**src/rtl/min_extract_node_list_macros.svh**
```systemverilog
// assertion helpers for min_extract_node_list
`ifndef MIN_EXTRACT_NODE_LIST_MACROS_SVH
`define MIN_EXTRACT_NODE_LIST_MACROS_SVH

// property checked on every rising clock edge outside reset
`define MEL_CHECK(label, prop, msg) \
    label: assert property (@(posedge i_clk) disable iff (!i_rst_n) prop) else $error(msg);

// condition in one cycle implies a condition in the next
`define MEL_CHECK_NEXT(label, ante, cons, msg) \
    label: assert property (@(posedge i_clk) disable iff (!i_rst_n) (ante) |=> (cons)) \
        else $error(msg);

`endif

```
**src/rtl/mel_pkg.sv**
```systemverilog
`default_nettype none

package mel_pkg;

    localparam int DEPTH    = 64;
    localparam int KEY_BITS = 32;
    localparam int ID_BITS  = 16;

    localparam int IDX_W = $clog2(DEPTH);
    localparam int CNT_W = $clog2(DEPTH + 1);
    localparam int ENT_W = ID_BITS + KEY_BITS;

    // field widths on the ports
    localparam int REQ_W       = 2;
    localparam int STATUS_W    = 2;
    localparam int ID_FIELD_W  = 16;
    localparam int KEY_FIELD_W = 32;
    localparam int CNT_FIELD_W = 7;
    localparam int S_TDATA_W   = 48;
    localparam int M_TDATA_W   = 56;
    localparam int M_PAD_W     = M_TDATA_W - ID_FIELD_W - KEY_FIELD_W - CNT_FIELD_W;

    localparam logic [REQ_W-1:0] REQ_PUSH   = 2'd0;
    localparam logic [REQ_W-1:0] REQ_POP    = 2'd1;
    localparam logic [REQ_W-1:0] REQ_POPMIN = 2'd2;

    localparam logic [STATUS_W-1:0] ST_OK    = 2'd0;
    localparam logic [STATUS_W-1:0] ST_EMPTY = 2'd1;
    localparam logic [STATUS_W-1:0] ST_FULL  = 2'd2;

    typedef logic [IDX_W-1:0] t_idx;
    typedef logic [CNT_W-1:0] t_cnt;

    typedef enum logic [2:0] {
        S_IDLE,
        S_SCAN,
        S_DRAIN,
        S_SHIFT,
        S_EMIT
    } t_state;

    // circular slot of an offset from the head, offset below depth
    function automatic t_idx wrap_add(input t_idx base, input t_cnt off);
        logic [IDX_W:0] sum;
        sum = {1'b0, base} + (IDX_W + 1)'(off);
        if (sum >= (IDX_W + 1)'(DEPTH)) begin
            sum = sum - (IDX_W + 1)'(DEPTH);
        end
        return IDX_W'(sum);
    endfunction

    function automatic t_idx wrap_dec(input t_idx base);
        return (base == '0) ? IDX_W'(DEPTH - 1) : base - 1'b1;
    endfunction

endpackage

`default_nettype wire

```
**src/rtl/mel_ram.sv**
```systemverilog
`default_nettype none

module mel_ram #(
    parameter int WIDTH = 8,
    parameter int DEPTH = 16,
    parameter int AW    = $clog2(DEPTH)
) (
    input  wire logic             i_clk,
    input  wire logic             i_we,
    input  wire logic [AW-1:0]    i_waddr,
    input  wire logic [WIDTH-1:0] i_wdata,
    input  wire logic             i_re,
    input  wire logic [AW-1:0]    i_raddr,
    output      logic [WIDTH-1:0] o_rdata
);

    logic [WIDTH-1:0] r_mem [DEPTH];

    always_ff @(posedge i_clk) begin
        if (i_we) begin
            r_mem[i_waddr] <= i_wdata;
        end
    end

    always_ff @(posedge i_clk) begin
        if (i_re) begin
            o_rdata <= r_mem[i_raddr];
        end
    end

endmodule

`default_nettype wire

```
**src/rtl/min_extract_node_list.sv**
```systemverilog
// min_extract_node_list: bounded list of (node id, key) entries with front push,
// front pop and pop of the first entry holding the smallest key
// input channel s_*: one beat is one request, kind in s_tuser; s_tready is high only
//   while the sequencer is idle, so one request is worked on at a time
// output channel m_*: one beat per request with status, removed entry and fill level
// path from accepted beat to m_tvalid:
//   push, request on empty or full list, unused kind: straight to the emit state
//   pop: scan of the front slot, drain, shift state, emit state
//   pop-min: scan of every held entry, drain, then the entries ahead of the removed
//   one move back in the shift state, then the emit state
// the list sits in a circular buffer (one write, one read port, registered read);
//   the scan reads one slot a cycle through a single key comparator, then the
//   entries ahead of the winner move back one slot a cycle to close the gap
// reset clears head pointer, fill count and handshake state; the buffer itself is
//   not cleared, only slots below the fill count are ever read
// a stalled receiver holds the result beat in the output register; a finished
//   result waits in the sequencer until that register frees up
`default_nettype none
`include "min_extract_node_list_macros.svh"

module min_extract_node_list (
    input  wire logic                            i_clk,
    input  wire logic                            i_rst_n,
    // request channel
    input  wire logic                            s_tvalid,
    output      logic                            s_tready,
    input  wire logic [mel_pkg::S_TDATA_W-1:0]   s_tdata,  // node_id[15:0], key[47:16]
    input  wire logic [mel_pkg::REQ_W-1:0]       s_tuser,  // req_type[1:0]
    // result channel
    output      logic                            m_tvalid,
    input  wire logic                            m_tready,
    output      logic [mel_pkg::M_TDATA_W-1:0]   m_tdata,  // out_node_id[15:0],
                                                           // out_key[47:16],
                                                           // entry_count[54:48], zero pad
    output      logic [mel_pkg::STATUS_W-1:0]    m_tuser   // status[1:0]
);

    import mel_pkg::*;

    // control state
    t_state r_state, n_state;
    t_idx   r_head, n_head;        // slot of the front entry
    t_cnt   r_count, n_count;      // entries held
    t_cnt   r_off, n_off;          // scan / shift offset
    t_cnt   r_last, n_last;        // last offset to scan
    logic   r_cmp_vld, n_cmp_vld;  // read data in flight for the comparator
    t_cnt   r_cmp_off, n_cmp_off;
    logic   r_wr_vld, n_wr_vld;    // shift write pending
    t_cnt   r_wr_off, n_wr_off;
    logic   r_out_valid, n_out_valid;

    // payload
    t_cnt                   r_best, n_best;
    logic [ID_BITS-1:0]     r_best_id, n_best_id;
    logic [KEY_BITS-1:0]    r_best_key, n_best_key;
    logic [STATUS_W-1:0]    r_res_status, n_res_status;
    logic [ID_BITS-1:0]     r_res_id, n_res_id;
    logic [KEY_BITS-1:0]    r_res_key, n_res_key;
    logic [STATUS_W-1:0]    r_out_status, n_out_status;
    logic [ID_FIELD_W-1:0]  r_out_id, n_out_id;
    logic [KEY_FIELD_W-1:0] r_out_key, n_out_key;
    logic [CNT_FIELD_W-1:0] r_out_cnt, n_out_cnt;

    // buffer port
    logic               ram_we;
    t_idx               ram_waddr;
    logic [ENT_W-1:0]   ram_wdata;
    logic               ram_re;
    t_idx               ram_raddr;
    logic [ENT_W-1:0]   ram_rdata;
    t_cnt               rd_off;

    logic               s_accept;
    logic [ID_BITS-1:0] rd_id;
    logic [KEY_BITS-1:0] rd_key;
    logic [ID_BITS-1:0] in_id;
    logic [KEY_BITS-1:0] in_key;
    t_idx               head_dec;

    assign s_accept = s_tvalid && s_tready;
    assign s_tready = (r_state == S_IDLE);

    assign in_id    = ID_BITS'(s_tdata[ID_FIELD_W-1:0]);
    assign in_key   = KEY_BITS'(s_tdata[ID_FIELD_W +: KEY_FIELD_W]);
    assign rd_id    = ram_rdata[ID_BITS-1:0];
    assign rd_key   = ram_rdata[ENT_W-1:ID_BITS];
    assign head_dec = wrap_dec(r_head);

    assign ram_raddr = wrap_add(r_head, rd_off);

    mel_ram #(
        .WIDTH (ENT_W),
        .DEPTH (DEPTH)
    ) u_ram (
        .i_clk   (i_clk),
        .i_we    (ram_we),
        .i_waddr (ram_waddr),
        .i_wdata (ram_wdata),
        .i_re    (ram_re),
        .i_raddr (ram_raddr),
        .o_rdata (ram_rdata)
    );

    always_ff @(posedge i_clk) begin
        if (!i_rst_n) begin
            r_state     <= S_IDLE;
            r_head      <= '0;
            r_count     <= '0;
            r_off       <= '0;
            r_last      <= '0;
            r_cmp_vld   <= 1'b0;
            r_cmp_off   <= '0;
            r_wr_vld    <= 1'b0;
            r_wr_off    <= '0;
            r_out_valid <= 1'b0;
        end else begin
            r_state     <= n_state;
            r_head      <= n_head;
            r_count     <= n_count;
            r_off       <= n_off;
            r_last      <= n_last;
            r_cmp_vld   <= n_cmp_vld;
            r_cmp_off   <= n_cmp_off;
            r_wr_vld    <= n_wr_vld;
            r_wr_off    <= n_wr_off;
            r_out_valid <= n_out_valid;
        end
    end

    always_ff @(posedge i_clk) begin
        r_best       <= n_best;
        r_best_id    <= n_best_id;
        r_best_key   <= n_best_key;
        r_res_status <= n_res_status;
        r_res_id     <= n_res_id;
        r_res_key    <= n_res_key;
        r_out_status <= n_out_status;
        r_out_id     <= n_out_id;
        r_out_key    <= n_out_key;
        r_out_cnt    <= n_out_cnt;
    end

    always_comb begin
        n_state      = r_state;
        n_head       = r_head;
        n_count      = r_count;
        n_off        = r_off;
        n_last       = r_last;
        n_cmp_vld    = 1'b0;
        n_cmp_off    = r_cmp_off;
        n_wr_vld     = 1'b0;
        n_wr_off     = r_wr_off;
        n_out_valid  = r_out_valid && !m_tready;
        n_best       = r_best;
        n_best_id    = r_best_id;
        n_best_key   = r_best_key;
        n_res_status = r_res_status;
        n_res_id     = r_res_id;
        n_res_key    = r_res_key;
        n_out_status = r_out_status;
        n_out_id     = r_out_id;
        n_out_key    = r_out_key;
        n_out_cnt    = r_out_cnt;

        ram_re    = 1'b0;
        rd_off    = r_off;
        ram_we    = r_wr_vld;
        ram_waddr = wrap_add(r_head, r_wr_off);
        ram_wdata = ram_rdata;

        // key comparator: the front entry seeds, later ones win only on strictly less
        if (r_cmp_vld && ((r_cmp_off == '0) || (rd_key < r_best_key))) begin
            n_best     = r_cmp_off;
            n_best_id  = rd_id;
            n_best_key = rd_key;
        end

        unique case (r_state)
            S_IDLE: begin
                if (s_accept) begin
                    n_res_status = ST_OK;
                    n_res_id     = '0;
                    n_res_key    = '0;
                    n_off        = '0;
                    n_state      = S_EMIT;
                    unique case (s_tuser)
                        REQ_PUSH: begin
                            if (r_count == CNT_W'(DEPTH)) begin
                                n_res_status = ST_FULL;
                            end else begin
                                ram_we    = 1'b1;
                                ram_waddr = head_dec;
                                ram_wdata = {in_key, in_id};
                                n_head    = head_dec;
                                n_count   = r_count + 1'b1;
                            end
                        end
                        REQ_POP, REQ_POPMIN: begin
                            if (r_count == '0) begin
                                n_res_status = ST_EMPTY;
                            end else begin
                                n_state = S_SCAN;
                                n_last  = (s_tuser == REQ_POP) ? '0 : r_count - 1'b1;
                            end
                        end
                        default: begin
                        end
                    endcase
                end
            end
            S_SCAN: begin
                ram_re    = 1'b1;
                rd_off    = r_off;
                n_cmp_vld = 1'b1;
                n_cmp_off = r_off;
                if (r_off == r_last) begin
                    n_state = S_DRAIN;
                end else begin
                    n_off = r_off + 1'b1;
                end
            end
            S_DRAIN: begin
                // last compare lands now, shifting starts at the winner
                n_off   = n_best;
                n_state = S_SHIFT;
            end
            S_SHIFT: begin
                if (r_off != '0) begin
                    ram_re   = 1'b1;
                    rd_off   = r_off - 1'b1;
                    n_wr_vld = 1'b1;
                    n_wr_off = r_off;
                    n_off    = r_off - 1'b1;
                end else begin
                    n_head       = wrap_add(r_head, CNT_W'(1));
                    n_count      = r_count - 1'b1;
                    n_res_status = ST_OK;
                    n_res_id     = r_best_id;
                    n_res_key    = r_best_key;
                    n_state      = S_EMIT;
                end
            end
            S_EMIT: begin
                if (!r_out_valid || m_tready) begin
                    n_out_valid  = 1'b1;
                    n_out_status = r_res_status;
                    n_out_id     = ID_FIELD_W'(r_res_id);
                    n_out_key    = KEY_FIELD_W'(r_res_key);
                    n_out_cnt    = CNT_FIELD_W'(r_count);
                    n_state      = S_IDLE;
                end
            end
            default: begin
                n_state = S_IDLE;
            end
        endcase
    end

    assign m_tvalid = r_out_valid;
    assign m_tuser  = r_out_status;
    assign m_tdata  = {{M_PAD_W{1'b0}}, r_out_cnt, r_out_key, r_out_id};

    `MEL_CHECK(a_count_bound, r_count <= CNT_W'(DEPTH), "fill count beyond depth")
    `MEL_CHECK(a_idle_write, (ram_we && r_state == S_IDLE) |-> (s_accept && s_tuser == REQ_PUSH),
        "buffer write in idle without push")
    `MEL_CHECK(a_shift_write, r_wr_vld |-> (r_state == S_SHIFT), "shift write outside shift phase")
    `MEL_CHECK(a_result_src, $rose(m_tvalid) |-> $past(r_state == S_EMIT),
        "result beat not from emit")
    `MEL_CHECK_NEXT(a_push_count,
        s_accept && s_tuser == REQ_PUSH && r_count != CNT_W'(DEPTH),
        r_count == $past(r_count) + 1'b1, "push did not grow the list")

endmodule

`default_nettype wire

```
**config.mk**
```make
export PLATFORM = sky130hd
export DESIGN_NAME = min_extract_node_list
export DESIGN_NICKNAME = d
export VERILOG_FILES = /design/src/rtl/mel_pkg.sv /design/src/rtl/mel_ram.sv /design/src/rtl/min_extract_node_list.sv
export VERILOG_INCLUDE_DIRS = /design/src /design/src/rtl
export SDC_FILE = /design/constraint.sdc
export NUM_CORES = 2
export LEC_CHECK = 0
export BUFFER_PORTS_ARGS = -buffer_cell sky130_fd_sc_hd__buf_4
export CELL_PAD_IN_SITES_DETAIL_PLACEMENT = 1
export CELL_PAD_IN_SITES_GLOBAL_PLACEMENT = 1
export CORE_ASPECT_RATIO = 1.25
export CORE_MARGIN = 1.5
export CORE_UTILIZATION = 51
export DETAILED_ROUTE_END_ITERATION = 10
export PLACE_DENSITY = 0.79
export SYNTH_ARGS = -nofsm -noshare
export SYNTH_HDL_FRONTEND = slang
export SYNTH_SLANG_ARGS = --single-unit
```
**constraint.sdc**
```tcl
create_clock -name i_clk -period 5.45 [get_ports i_clk]
set_clock_uncertainty 0.2 [all_clocks]
set_input_delay 1.09 -clock i_clk [delete_from_list [all_inputs] [get_ports i_clk]]
set_output_delay 1.09 -clock i_clk [all_outputs]
set_load 0.1 [all_outputs]
```
==> qor.csv <==
stage;metric;value;unit
floorplan;num_rows;206;
yosys;synth_enable_flop_cells;3275;
critical_path;cp-start-kind;flip-flop;
floorplan;core;0.252;mm2
layout;utilization;59.0;%
detailed_routing;dr.pass1.iters;6;
sta;fmax;0.187;GHz
global_routing;grt_pass1_vias;71100;
power_and_ir_drop;p_leak;46.5;nW
yosys;synthArstFlopShare;0;%
detailed_routing;drc;0;
cts;clock_latency;890;ps
floorplan;io_pins;114;
critical_path;max_stage_delay;550;ps
floorplan;initial_utilization;51.3;%
min_path;hold_end;r_out_key[24];
outcome;status;completed;
global_routing;grt_pass1_wl;557000;um
cts;htree_num_levels;5;
yosys;synthCells;5863;
critical_path;cp_data_required_time;5810;ps
cts;clkTransAtPathRegs;60;ps
yosys;synth_top_area_cell;edfxtp_1;
yosys;synth_nets;5970;
sta;finalMaxSlewViolations;0;
yosys;syn-mean-instance-area;22.1;um2
detailed_routing;dr_total_vias;68100;
place;gp_congestion;0.828;
cts;cts_buffer_depth;4;
cts;clock_tree.root_cell;clkbuf_16;
yosys;yosysTopAreaCellShare;75.9;%
critical_path;cp_cell_sequence;inv_1 > ha_2 > or3b_1 > o41a_1 > buf_4 > a21oi_1 > a31oi_1 > ha_1 > a21oi_1 > nand2_1 > xor2_4 > buf_12 > buf_12 > mux2_2 > o2111ai_1 > o211ai_1;
global_routing;grt_max_degree;77;
detailed_routing;drt_iter0_markers;9805;
yosys;synth-seq-area-share;76.8;%
sta;relSlewSlack;20.7;%
critical_path;cpMaxStageDelayCell;o2111ai_1;
floorplan;die_area;0.257;mm2
power_and_ir_drop;pwr_density_cell;510;mW/mm2
sta;hold_viol_final;0;
cts;cts_sinks;3328;
sta;setup_violations;0;
detailed_routing;routed_wl;398000;um
min_path;hold_depth;0;
global_routing;grt_overflow;0;
critical_path;path_buf_inv;4;
min_path;holdCritStartpoint;r_res_key[24];
critical_path;r2r_cells;16;
global_routing;antenna_found_initial;17;
layout;area_growth;14.9;%
layout;fill_cells;20700;
floorplan;fp.dieH;566;um
floorplan;die_w;454;um
power_and_ir_drop;ir_worst_vdd;0.278;mV
critical_path;endpoint_kind;flip-flop;
place;port_buffers;112;
cts;cts_tree;built;
sta;min_period;5360;ps
yosys;yosys_warnings;0;
layout;layout.nets;6485;
critical_path;crit_arrival;5710;ps
flow_run;maxCapViolCount;0;
yosys;synthFlopType;edfxtp_1;
power_and_ir_drop;power;75.9;mW
sta;rsz0062_at_grt;no;
min_path;worstHoldPathType;flip-flop to flip-flop;
sta;tns;0;ps
yosys;ys_top_cells_by_area;edfxtp_1, mux4_2, mux2i_1;
sta;worst_slew_pin_slew;1190;ps
layout;drive_gt1_share;29.1;%
cts;postCtsHoldBufs;0;
detailed_routing;vias_per_cell;6.85;
yosys;synth-seq-cells;3328;
critical_path;timing.rr.end;u_ram.o_rdata[26];
critical_path;crit_type;flip-flop to flip-flop;
place;place_hpwl;219000;um
critical_path;reg2reg_slack;90;ps
detailed_routing;ant_nets;0;
critical_path;cpLargestDelayFamily;compound AO/OA/AOI/OAI gates;
critical_path;worstReg2RegStart;r_off[0];
yosys;syn_area;0.130;mm2
cts;cts_buffers;308;
sta;period_share;98.3;%
detailed_routing;wl_per_cell;40.0;um
yosys;synth_cell_type_count;65;
critical_path;crit_fanout;30;
global_routing;track_usage;30.9;%
==> routing by layer <==
layer | wire [um] | GRT usage, % | vias to the layer above
met5 | 49 | 0 | -
met4 | 23700 | 16.1 | 8
met3 | 41900 | 6.58 | 1198
met2 | 196000 | 50.5 | 5278
met1 | 136000 | 39.2 | 36100
li1 | - | - | 25600
==> synth_stat cells, types with 51 or more instances <==
| cell | number |
|---|---|
| buf_1 | 81 |
| clkbuf_1 | 199 |
| dfxtp_1 | 53 |
| edfxtp_1 | 3275 |
| ha_1 | 51 |
| inv_1 | 57 |
| mux2_2 | 97 |
| mux2i_1 | 536 |
| mux4_2 | 768 |
| nand2_1 | 133 |
| nor2_1 | 127 |
| o211ai_1 | 51 |
==> final cells by class <==
| type | count | area [um2] | share of cell area, % |
|---|---|---|---|
| diodes | 12 | 30.0 | 0.0202 |
| clock buffers | 369 | 8170 | 5.49 |
| clock inverters | 164 | 1710 | 1.15 |
| inverters | 57 | 214 | 0.144 |
| multi-input cells | 2157 | 29200 | 19.6 |
| flip-flops and latches | 3328 | 99400 | 66.8 |
| well taps | 3328 | 4160 | 2.80 |
| repair buffers | 526 | 5890 | 3.96 |
==> worst max-delay path by stage <==
stage	slack, ps	cells after the start	end	from
after CTS	70	15	u_ram.o_rdata[0]	r_off[0]
after global routing	2	16	u_ram.o_rdata[0]	r_off[0]
after floorplan	80	10	u_ram.r_mem[11][0]	s_tuser[1]
final	90	16	u_ram.o_rdata[26]	r_off[0]
after detailed placement	-330	14	u_ram.o_rdata[0]	r_off[0]
after global placement	-220	14	u_ram.o_rdata[0]	r_off[0]
==> worst reg2reg max path, cell delays in order (launching register included) <==
cell and delay (ps):
dfxtp_1 340, inv_1 140, ha_2 250, or3b_1 370, o41a_1 370, buf_4 190, a21oi_1 160, a31oi_1 80
ha_1 420, a21oi_1 270, nand2_1 190, xor2_4 250, buf_12 280, buf_12 290, mux2_2 470, o2111ai_1 550
o211ai_1 220
==> timing repair <==
action,in CTS,in global routing
buffers inserted,4,0
gates cloned,0,1
pin swaps,1,0
endpoints found under the setup margin,17,9
gates resized for setup,1,10
==> cell families after synthesis <==
kind of cell | after synthesis | synth area share (%)
buffers and inverters | 378 | 1.16
adder cells (fa/ha/maj) | 53 | 0.524
flip-flops | 3328 | 76.8
XOR/XNOR | 32 | 0.237
multiplexers | 1401 | 18.3
AO/OA/AOI/OAI | 247 | 1.38
other | 1 | 0.00290
AND/OR/NAND/NOR | 423 | 1.59
==> layout by cell type (no fill, tap or decap), types with 53 or more instances in the layout <==
| cell type | netlist | routed |
|---|---|---|
| mux2i_1 | 536 | 533 |
| nor2_4 | 0 | 65 |
| buf_4 | 5 | 372 |
| mux4_2 | 768 | 768 |
| clkbuf_16 | 0 | 319 |
| nor2_1 | 127 | 62 |
| nand2_1 | 133 | 132 |
| mux2_2 | 97 | 97 |
| buf_12 | 0 | 152 |
| edfxtp_1 | 3275 | 3275 |
| dfxtp_1 | 53 | 53 |
| inv_1 | 57 | 57 |
==> sequential cells by signal, indices dropped and copies added, names as in the netlist, 16 cells and up <==
signal	cells
r_out_key	32
r_res_id	16
u_ram.r_mem	3072
r_best_id	16
r_out_id	16
r_best_key	32
u_ram.o_rdata	48
r_res_key	32
==> metrics by stage <==
stage,cells,setup slack (ps),cell area [um2],hold WS [ps]
3_5_place_dp,9391,-333,139000,205
5_1_grt,9938,1.68,149000,223
2_1_floorplan,5863,84.8,130000,200
3_3_place_gp,9391,-224,139000,202
4_1_cts,9928,69.3,149000,218
6_report,9941,93.1,149000,221
==> power by group <==
part / leakage, nW / total [mW] / switching, mW / internal [mW]
Sequential: 30.0 / 31.1 / 0.476 / 30.6
Combinational: 11.7 / 23.0 / 13.7 / 9.35
Clock: 4.80 / 21.8 / 9.65 / 12.2
No activity file was read; power rests on OpenSTA's default activity.
